**config.mk**
```make
export PLATFORM = sky130hd
export DESIGN_NAME = lru_key_value_cache_unit_flat
export DESIGN_NICKNAME = d
export VERILOG_FILES = /design/src/design/lkv_pkg.sv /design/src/design/lkv_req_if.sv /design/src/design/lkv_rsp_if.sv /design/src/design/lru_key_value_cache_unit.sv /design/src/design/lkv_store.sv /design/src/flat_wrapper.sv
export SDC_FILE = /design/constraint.sdc
export NUM_CORES = 2
export LEC_CHECK = 0
export BUFFER_PORTS_ARGS = -buffer_cell sky130_fd_sc_hd__buf_2
export CAP_MARGIN = 25
export CORE_UTILIZATION = 35
export DETAILED_ROUTE_END_ITERATION = 8
export PLACE_DENSITY = 0.48
export SYNTH_ARGS = -nofsm -noshare
export SYNTH_HDL_FRONTEND = slang
export SYNTH_SLANG_ARGS = --single-unit
```
**constraint.sdc**
```tcl
create_clock -name i_clk -period 7.3 [get_ports i_clk]
set_input_delay 0.73 -clock i_clk [delete_from_list [all_inputs] [get_ports i_clk]]
set_output_delay 0.73 -clock i_clk [all_outputs]
set_load 0.02 [all_outputs]
```
**src/design/lkv_pkg.sv**
```systemverilog
package lkv_pkg;

    localparam int KEY_W = 32;
    localparam int VAL_W = 32;
    localparam int CAP_W = 5;

    localparam logic [CAP_W-1:0] CAP_RESET = 5'd16;

    localparam logic MODE_READ  = 1'b0;
    localparam logic MODE_WRITE = 1'b1;

    typedef struct packed {
        logic                    mode;
        logic signed [KEY_W-1:0] key;
        logic signed [VAL_W-1:0] write_value;
    } t_req;

    typedef struct packed {
        logic                    found;
        logic signed [VAL_W-1:0] read_value;
        logic                    evicted;
    } t_rsp;

endpackage

```
**src/design/lkv_req_if.sv**
```systemverilog
interface lkv_req_if;
    import lkv_pkg::*;

    logic                    valid;
    logic                    ready;
    logic                    mode;
    logic signed [KEY_W-1:0] key;
    logic signed [VAL_W-1:0] write_value;

    modport source (output valid, output mode, output key, output write_value, input ready);
    modport sink   (input valid, input mode, input key, input write_value, output ready);
endinterface

```
**src/design/lkv_rsp_if.sv**
```systemverilog
interface lkv_rsp_if;
    import lkv_pkg::*;

    logic                    valid;
    logic                    ready;
    logic                    found;
    logic signed [VAL_W-1:0] read_value;
    logic                    evicted;

    modport source (output valid, output found, output read_value, output evicted, input ready);
    modport sink   (input valid, input found, input read_value, input evicted, output ready);
endinterface

```
**src/design/lru_key_value_cache_unit.sv**
```systemverilog
// Channel   Direction  Word contents
// i_req     in         mode, key, write_value
// o_rsp     out        found, read_value, evicted
// cfg       in         i_cfg_we, i_cfg_wdata (capacity)
//
// One request word is accepted per cycle; the accepting edge loads it into the
// request register, and its response word is registered when that request moves on.
// Throughput is one word per cycle, set by the lookup and update
// of the register-based entry table between the request and response registers.
// Reset (synchronous, active low) empties the table and sets capacity to 16.
// A stalled response holds the request stage, which then stops accepting.
module lru_key_value_cache_unit #(
    parameter int ENTRIES = 16
) (
    input  logic                      i_clk,
    input  logic                      i_rst_n,
    input  logic                      i_cfg_we,
    input  logic [lkv_pkg::CAP_W-1:0] i_cfg_wdata,
    lkv_req_if.sink                   i_req,
    lkv_rsp_if.source                 o_rsp
);
    import lkv_pkg::*;

    // Capacity register; the user must write it only while the unit is idle (not enforced here).
    logic [CAP_W-1:0] r_capacity;

    // Request stage holds the word being looked up this cycle.
    logic r_in_valid;
    t_req r_in;

    // Response stage; it decouples the table update from the consumer.
    logic r_out_valid;
    t_rsp r_out;

    t_rsp lookup_rsp;
    logic advance;
    logic in_ready;

    // The request in the stage moves on when the response register is free
    // or being emptied this cycle; the table updates on the same edge.
    assign advance  = r_in_valid && (!r_out_valid || o_rsp.ready);
    assign in_ready = !r_in_valid || advance;

    assign i_req.ready = in_ready;

    always_ff @(posedge i_clk) begin
        if (!i_rst_n) begin
            r_capacity <= CAP_RESET;
        end else if (i_cfg_we) begin
            r_capacity <= i_cfg_wdata;
        end
    end

    always_ff @(posedge i_clk) begin
        if (!i_rst_n) begin
            r_in_valid <= 1'b0;
        end else if (in_ready) begin
            r_in_valid <= i_req.valid;
        end
    end

    always_ff @(posedge i_clk) begin
        if (in_ready) begin
            r_in.mode        <= i_req.mode;
            r_in.key         <= i_req.key;
            r_in.write_value <= i_req.write_value;
        end
    end

    lkv_store #(
        .ENTRIES (ENTRIES)
    ) u_store (
        .i_clk      (i_clk),
        .i_rst_n    (i_rst_n),
        .i_capacity (r_capacity),
        .i_fire     (advance),
        .i_req      (r_in),
        .o_rsp      (lookup_rsp)
    );

    always_ff @(posedge i_clk) begin
        if (!i_rst_n) begin
            r_out_valid <= 1'b0;
        end else if (advance) begin
            r_out_valid <= 1'b1;
        end else if (o_rsp.ready) begin
            r_out_valid <= 1'b0;
        end
    end

    always_ff @(posedge i_clk) begin
        if (advance) begin
            r_out <= lookup_rsp;
        end
    end

    assign o_rsp.valid      = r_out_valid;
    assign o_rsp.found      = r_out.found;
    assign o_rsp.read_value = r_out.read_value;
    assign o_rsp.evicted    = r_out.evicted;

    // An eviction only happens on a miss.
    a_evict_is_miss: assert property (@(posedge i_clk) disable iff (!i_rst_n)
        o_rsp.valid |-> !(o_rsp.found && o_rsp.evicted))
        else $error("response reports both a hit and an eviction");

    // A nonzero read value only comes from a hit.
    a_value_needs_hit: assert property (@(posedge i_clk) disable iff (!i_rst_n)
        (o_rsp.valid && (o_rsp.read_value != '0)) |-> o_rsp.found)
        else $error("read value returned without a hit");

    // A full request stage behind a stalled response must not take a new word.
    a_stall_blocks_input: assert property (@(posedge i_clk) disable iff (!i_rst_n)
        (r_in_valid && r_out_valid && !o_rsp.ready) |-> !i_req.ready)
        else $error("request accepted while the pipeline is stalled");

    // Every request that moves on yields a pending response.
    a_advance_fills_out: assert property (@(posedge i_clk) disable iff (!i_rst_n)
        advance |=> r_out_valid)
        else $error("response register empty after a lookup");

endmodule

```
**src/design/lkv_store.sv**
```systemverilog
module lkv_store #(
    parameter int ENTRIES = 16
) (
    input  logic                         i_clk,
    input  logic                         i_rst_n,
    input  logic [lkv_pkg::CAP_W-1:0]    i_capacity,
    input  logic                         i_fire,
    input  lkv_pkg::t_req                i_req,
    output lkv_pkg::t_rsp                o_rsp
);
    import lkv_pkg::*;

    localparam int RANK_W = (ENTRIES > 1) ? $clog2(ENTRIES) : 1;
    localparam int OCC_W  = $clog2(ENTRIES + 1);
    localparam int CMP_W  = (OCC_W > CAP_W) ? OCC_W : CAP_W;

    logic [KEY_W-1:0]  r_keys [ENTRIES];
    logic [VAL_W-1:0]  r_vals [ENTRIES];
    logic [RANK_W-1:0] r_rank [ENTRIES];
    logic [ENTRIES-1:0] r_valid;
    logic [OCC_W-1:0]   r_occ;

    logic [ENTRIES-1:0] hit_vec;
    logic [ENTRIES-1:0] victim_vec;
    logic [ENTRIES-1:0] free_vec;
    logic [ENTRIES-1:0] place_vec;
    logic [ENTRIES-1:0] inv_vec;
    logic               hit;
    logic               full;
    logic [RANK_W-1:0]  hit_rank;
    logic [VAL_W-1:0]   hit_val;
    logic [CMP_W-1:0]   cap_ext;
    logic [CMP_W-1:0]   eff_cap;
    logic [OCC_W-1:0]   occ_m1;

    // Keys held in valid entries are unique, so at most one entry matches.
    always_comb begin
        hit_rank = '0;
        hit_val  = '0;
        for (int j = 0; j < ENTRIES; j++) begin
            hit_vec[j] = r_valid[j] && (r_keys[j] == i_req.key);
            if (hit_vec[j]) begin
                hit_rank = hit_rank | r_rank[j];
                hit_val  = hit_val | r_vals[j];
            end
        end
        hit = |hit_vec;
    end

    always_comb begin
        cap_ext = CMP_W'(i_capacity);
        if (cap_ext == '0) begin
            eff_cap = CMP_W'(1);
        end else if (cap_ext > CMP_W'(ENTRIES)) begin
            eff_cap = CMP_W'(ENTRIES);
        end else begin
            eff_cap = cap_ext;
        end
        full = CMP_W'(r_occ) >= eff_cap;
    end

    // Valid ranks always form 0 .. occupancy-1, so the least recent entry is
    // the one ranked occupancy-1.
    assign occ_m1  = r_occ - OCC_W'(1);
    assign inv_vec = ~r_valid;
    assign free_vec = inv_vec & (~inv_vec + ENTRIES'(1));

    always_comb begin
        for (int j = 0; j < ENTRIES; j++) begin
            victim_vec[j] = r_valid[j] && (r_rank[j] == occ_m1[RANK_W-1:0]);
        end
        place_vec = full ? victim_vec : free_vec;
    end

    always_comb begin
        o_rsp.found      = hit;
        o_rsp.read_value = (hit && (i_req.mode == MODE_READ)) ? hit_val : '0;
        o_rsp.evicted    = !hit && (i_req.mode == MODE_WRITE) && full;
    end

    always_ff @(posedge i_clk) begin
        if (!i_rst_n) begin
            r_valid <= '0;
            r_occ   <= '0;
        end else if (i_fire && !hit && (i_req.mode == MODE_WRITE)) begin
            r_valid <= r_valid | place_vec;
            if (!full) begin
                r_occ <= r_occ + OCC_W'(1);
            end
        end
    end

    always_ff @(posedge i_clk) begin
        if (i_fire) begin
            for (int j = 0; j < ENTRIES; j++) begin
                if (hit) begin
                    if (hit_vec[j]) begin
                        r_rank[j] <= '0;
                        if (i_req.mode == MODE_WRITE) begin
                            r_vals[j] <= i_req.write_value;
                        end
                    end else if (r_valid[j] && (r_rank[j] < hit_rank)) begin
                        r_rank[j] <= r_rank[j] + RANK_W'(1);
                    end
                end else if (i_req.mode == MODE_WRITE) begin
                    if (place_vec[j]) begin
                        r_keys[j] <= i_req.key;
                        r_vals[j] <= i_req.write_value;
                        r_rank[j] <= '0;
                    end else if (r_valid[j]) begin
                        r_rank[j] <= r_rank[j] + RANK_W'(1);
                    end
                end
            end
        end
    end

endmodule

```
**src/flat_wrapper.sv**
```systemverilog
// flat-port wrapper written by rule: the top's interface ports become plain ports
module lru_key_value_cache_unit_flat import lkv_pkg::*;
#(
    parameter int ENTRIES = 16
)
  (i_clk, i_rst_n, i_cfg_we, i_cfg_wdata, i_req_valid, i_req_mode, i_req_key, i_req_write_value, i_req_ready, o_rsp_valid, o_rsp_found, o_rsp_read_value, o_rsp_evicted, o_rsp_ready);
  lkv_req_if i_req_i ();
  lkv_rsp_if o_rsp_i ();
  input  logic i_clk;
  input  logic i_rst_n;
  input  logic i_cfg_we;
  input  logic [lkv_pkg::CAP_W-1:0] i_cfg_wdata;
  input wire logic [$bits(i_req_i.valid)-1:0] i_req_valid;
  input wire logic [$bits(i_req_i.mode)-1:0] i_req_mode;
  input wire logic [$bits(i_req_i.key)-1:0] i_req_key;
  input wire logic [$bits(i_req_i.write_value)-1:0] i_req_write_value;
  output wire logic [$bits(i_req_i.ready)-1:0] i_req_ready;
  output wire logic [$bits(o_rsp_i.valid)-1:0] o_rsp_valid;
  output wire logic [$bits(o_rsp_i.found)-1:0] o_rsp_found;
  output wire logic [$bits(o_rsp_i.read_value)-1:0] o_rsp_read_value;
  output wire logic [$bits(o_rsp_i.evicted)-1:0] o_rsp_evicted;
  input wire logic [$bits(o_rsp_i.ready)-1:0] o_rsp_ready;
  assign i_req_i.valid = i_req_valid;
  assign i_req_i.mode = i_req_mode;
  assign i_req_i.key = i_req_key;
  assign i_req_i.write_value = i_req_write_value;
  assign i_req_ready = i_req_i.ready;
  assign o_rsp_valid = o_rsp_i.valid;
  assign o_rsp_found = o_rsp_i.found;
  assign o_rsp_read_value = o_rsp_i.read_value;
  assign o_rsp_evicted = o_rsp_i.evicted;
  assign o_rsp_i.ready = o_rsp_ready;
  lru_key_value_cache_unit #(.ENTRIES(ENTRIES)) u_core (.i_clk(i_clk), .i_rst_n(i_rst_n), .i_cfg_we(i_cfg_we), .i_cfg_wdata(i_cfg_wdata), .i_req(i_req_i), .o_rsp(o_rsp_i));
endmodule
```
==> summary.md <==
| Metric | Value |
|---|---|
| Post-synth EDFFs | `1187` |
| DRC Markers | `0` |
| Final net count | `3448` |
| CP Cell Sequence | `xor2_1, nor4_1, nand4_1, nor4_2, nor4_1, and3_1, a21oi_2, and2_1, a21o_2, buf_4` |
| Vias | `between 20000 and 30000` |
| Die width | `about 380 um` |
| Worst min path class | `in2reg` |
| Seq pwr share | `52.8%` |
| Clock Tree Buf Depth | `3` |
| Worst VDD drop | `between 150 and 200 uV` |
| Area Growth Syn to Fin | `15.3%` |
| Clock sink total | `between 1000 and 1500` |
| Number of port buffers | `110` |
| Layout cell share with drive strength beyond 1 | `between 10% and 20%` |
| Synth top area share | `between 70% and 80%` |
| Worst path bufs/invs | `1` |
| Root Buffer | `clkbuf_16` |
| Pwr Total | `about 15 mW` |
| Cell taking the most area after synthesis | `edfxtp_1` |
| Fmax achieved | `0.165 GHz` |
| Cts hold-fix bufs | `0` |
| Largest net degree at the start of global routing | `roughly 50` |
| Clock Skew | `roughly 45 ps` |
| Crit end category | `register` |
| Status | `complete, no violations` |
| Final hold vios | `0` |
| Vias in the first global route | `29400` |
| Most frequent CP cell | `nor4_1` |
| Post-synthesis sequential area ratio | `between 70% and 80%` |
| First DRT Iteration DRCs | `~3100` |
| CTS clock-pin slew for the worst setup and hold paths | `60 ps` |
| Core box area | `142000 um^2` |
| Routed length per instance | `29.2 um` |
| Top Ports | `between 100 and 150` |
| Cts repair resizes | `0` |
| Max Slew Vio Count | `0` |
| Final WL | `~160 mm` |
| Initial antenna violation count | `3` |
| Post-Syn Area | `~50000 um^2` |
| Post-synthesis register bit count | `about 1200` |
| Async SR Flop Fraction | `0%` |
| Pwr dens | `255 nW/um^2` |
| Placer Congestion | `slightly below 0.9` |
| Req. time, crit path | `just under 8000 ps` |
| Synth area leaders | `edfxtp_1 (71%), xnor2_1 (8.2%), xor2_1 (2.1%), a221oi_1 (1.8%), a22o_1 (1.8%)` |
| Worst EP arrival | `about 6500 ps` |
| Final setup fails | `0` |
| Total setup buffers inserted after CTS | `0` |
| Synth Warn # | `0` |
| Clk Latency, worst-skew pair | `~800 ps` |
| Final Critical Period | `just over 6000 ps` |
| Worst Path Max Fanout | `22` |
| Top_reg_cell synth | `edfxtp_1` |
| Critical path's largest stage delay | `between 800 and 900 ps` |
| First-pass GRT wire length | `220 mm` |
| Syn_area_per_cell | `approximately 16 um^2` |
| Switching power | `around 3.3 mW` |
| Internal | `roughly 11 mW` |
| GR Util All Layers | `21.2%` |
| Critical path's slowest cell | `a21o_2` |
| Share of total power in the clock network | `43.6%` |
| Num CTS Buffers | `about 130` |
| Initial core utilization | `a little over a third` |
| Yosys cell types | `68` |
| Top Family by Delay on Critical Path | `simple AND/OR/NAND/NOR gates` |
| Period utilization | `83.1%` |
| Syn nets | `about 3200` |
| Unrepaired setup endpoints after global routing | `no` |
| Final Non-Filler Cells | `between 5000 and 6000` |
| Pre-antenna DRT Iters | `5` |
| Kind of critical path | `reg2reg` |
| ANT nets after route | `0` |
| CTS tree | `done` |
| Comb power frac | `approximately 3.6%` |
| Die area | `about 140000 um^2` |
| Cells after synthesis | `slightly above 3000` |
| Worst Tran Pin Value | `1000 ps` |
| CTS H-Tree Depth | `4` |
| Setup_tns | `0 ps` |
| Max-cap violations | `0` |
| Leak pwr | `roughly 18 nW` |
| # rows | `around 140` |
| Dpl cells | `a little over 5000` |
| Crit start category | `register` |
| Final HPWL DP | `roughly 90 mm` |
| Switching Share | `between 20% and 30%` |
| Max-slew headroom | `between 30% and 40%` |
| Vias/cell | `approximately 5.5` |
| Die Ht | `approximately 380 um` |
| GRT Residual Overflow | `0` |
## synth_stat cells (all sizes together), types with 14 or more instances
| library cell | count |
|---|---|
| edfxtp | 1187 |
| xnor2 | 469 |
| xor2 | 119 |
| nand4 | 118 |
| a221oi | 102 |
| a22o | 102 |
| buf | 93 |
| a22oi | 79 |
| ha | 71 |
| clkbuf | 70 |
| nor3 | 63 |
| nor2 | 59 |
| nand3 | 57 |
| and3 | 47 |
| nand2 | 45 |
| nor4 | 45 |
| a31oi | 39 |
| inv | 32 |
| dfxtp | 28 |
| nor2b | 26 |
| o21a | 22 |
| nand2b | 20 |
| or4 | 16 |
| o31ai | 15 |
| nor3b | 14 |
## final cells by class
| cell class | count | area [um^2] |
|---|---|---|
| Clock buffer | 161 | 3480 |
| Timing Repair Buffer | 241 | 1750 |
| Clock inverter | 84 | 692 |
| Tap cell | 1890 | 2360 |
| Antenna cell | 1 | 2.50 |
| Fill cell | 12900 | 84000 |
| Inverter | 32 | 120 |
| Multi-Input combinational cell | 1678 | 13300 |
| Sequential cell | 1215 | 36200 |
## metrics by stage
step | hold WS, ps | setup slack [ps] | util [%] | area [um^2]
floorplan | 450 | 1300 | - | 50200
global placement | 462 | 1030 | 37.7 | 53500
detailed placement | 496 | 1050 | 37.8 | 53600
CTS | 47.2 | 1040 | 40.7 | 57800
global route | 61.5 | 1060 | 40.8 | 57900
finish | 105 | 1230 | 40.8 | 57900
## final timing paths
| check | start | to | slack [ps] | depth (start not counted) |
|---|---|---|---|---|
| setup / recovery | u_core.r_in[50]$_DFFE_PP_ | u_core.u_store.r_vals[0][206]$_DFFE_PP_ | 1230 | 10 |
| hold / removal | i_req_write_value[25] | u_core.r_in[25]$_DFFE_PP_ | 100 | 1 |
| setup reg to reg | u_core.r_in[50]$_DFFE_PP_ | u_core.u_store.r_vals[0][206]$_DFFE_PP_ | 1230 | 10 |
| hold reg to reg | u_core.u_store.r_occ[4]$_SDFFE_PN0P_ | u_core.u_store.r_occ[4]$_SDFFE_PN0P_ | 510 | 2 |
## placed cells by master, fill, tap and decap left out, types with 43 or more instances in the layout
cell,instances
nor3_1,61
xnor2_1,468
buf_2,111
a22o_1,102
xor2_1,118
nand3_1,57
nand4_1,118
edfxtp_1,1187
clkbuf_16,135
buf_4,113
nor2_1,53
a22oi_1,78
nand2_1,43
a221oi_1,102
ha_1,71
## kinds of logic after synthesis
| group | share of synthesized area (%) |
|---|---|
| flops | 72.1 |
| xor+xnor | 10.3 |
| simple gates | 6.24 |
| compound gates | 7.63 |
| buf+inv | 1.82 |
| fa+ha+maj | 1.77 |
| mux | 0.140 |
## worst register-to-register path, stage by stage, from the launching register on
cell      delay (ps)
edfxtp_1         850
xor2_1           160
nor4_1           810
nand4_1          360
nor4_2           650
nor4_1           180
and3_1           500
a21oi_2          450
and2_1           470
a21o_2           880
buf_4            450
## sequential cells by signal, indices dropped and copies added (netlist names)
register / flops
u_core.u_store.r_keys: 512
u_core.u_store.r_vals: 512
u_core.r_in: 65
u_core.u_store.r_rank: 64
u_core.o_rsp.read_value: 32
u_core.u_store.r_valid: 16
u_core.r_capacity: 5
u_core.u_store.r_occ: 5
u_core.o_rsp.evicted: 1
u_core.o_rsp.found: 1
u_core.o_rsp.valid: 1
u_core.r_in_valid: 1
## power groups by stage
stage / Clock [mW] / Combinational, mW / Sequential [mW]
2_1_floorplan: 0 / 0.288 / 7.92
3_3_place_gp: 0 / 0.516 / 7.94
3_5_place_dp: 0 / 0.530 / 7.94
4_1_cts: 6.57 / 0.532 / 7.79
5_1_grt: 6.83 / 0.563 / 7.80
6_report: 6.43 / 0.527 / 7.79
## metal layers
| metal | vias up | share of wire (%) | track usage [%] |
|---|---|---|---|
| met5 | - | 0 | 0 |
| met4 | 0 | 2.2 | 5.88 |
| met3 | 214 | 5.6 | 3.30 |
| met2 | 1015 | 47 | 33.5 |
| met1 | 15400 | 45 | 30.3 |
| li1 | 12600 | - | - |
Power figures use the tool's default switching activity.
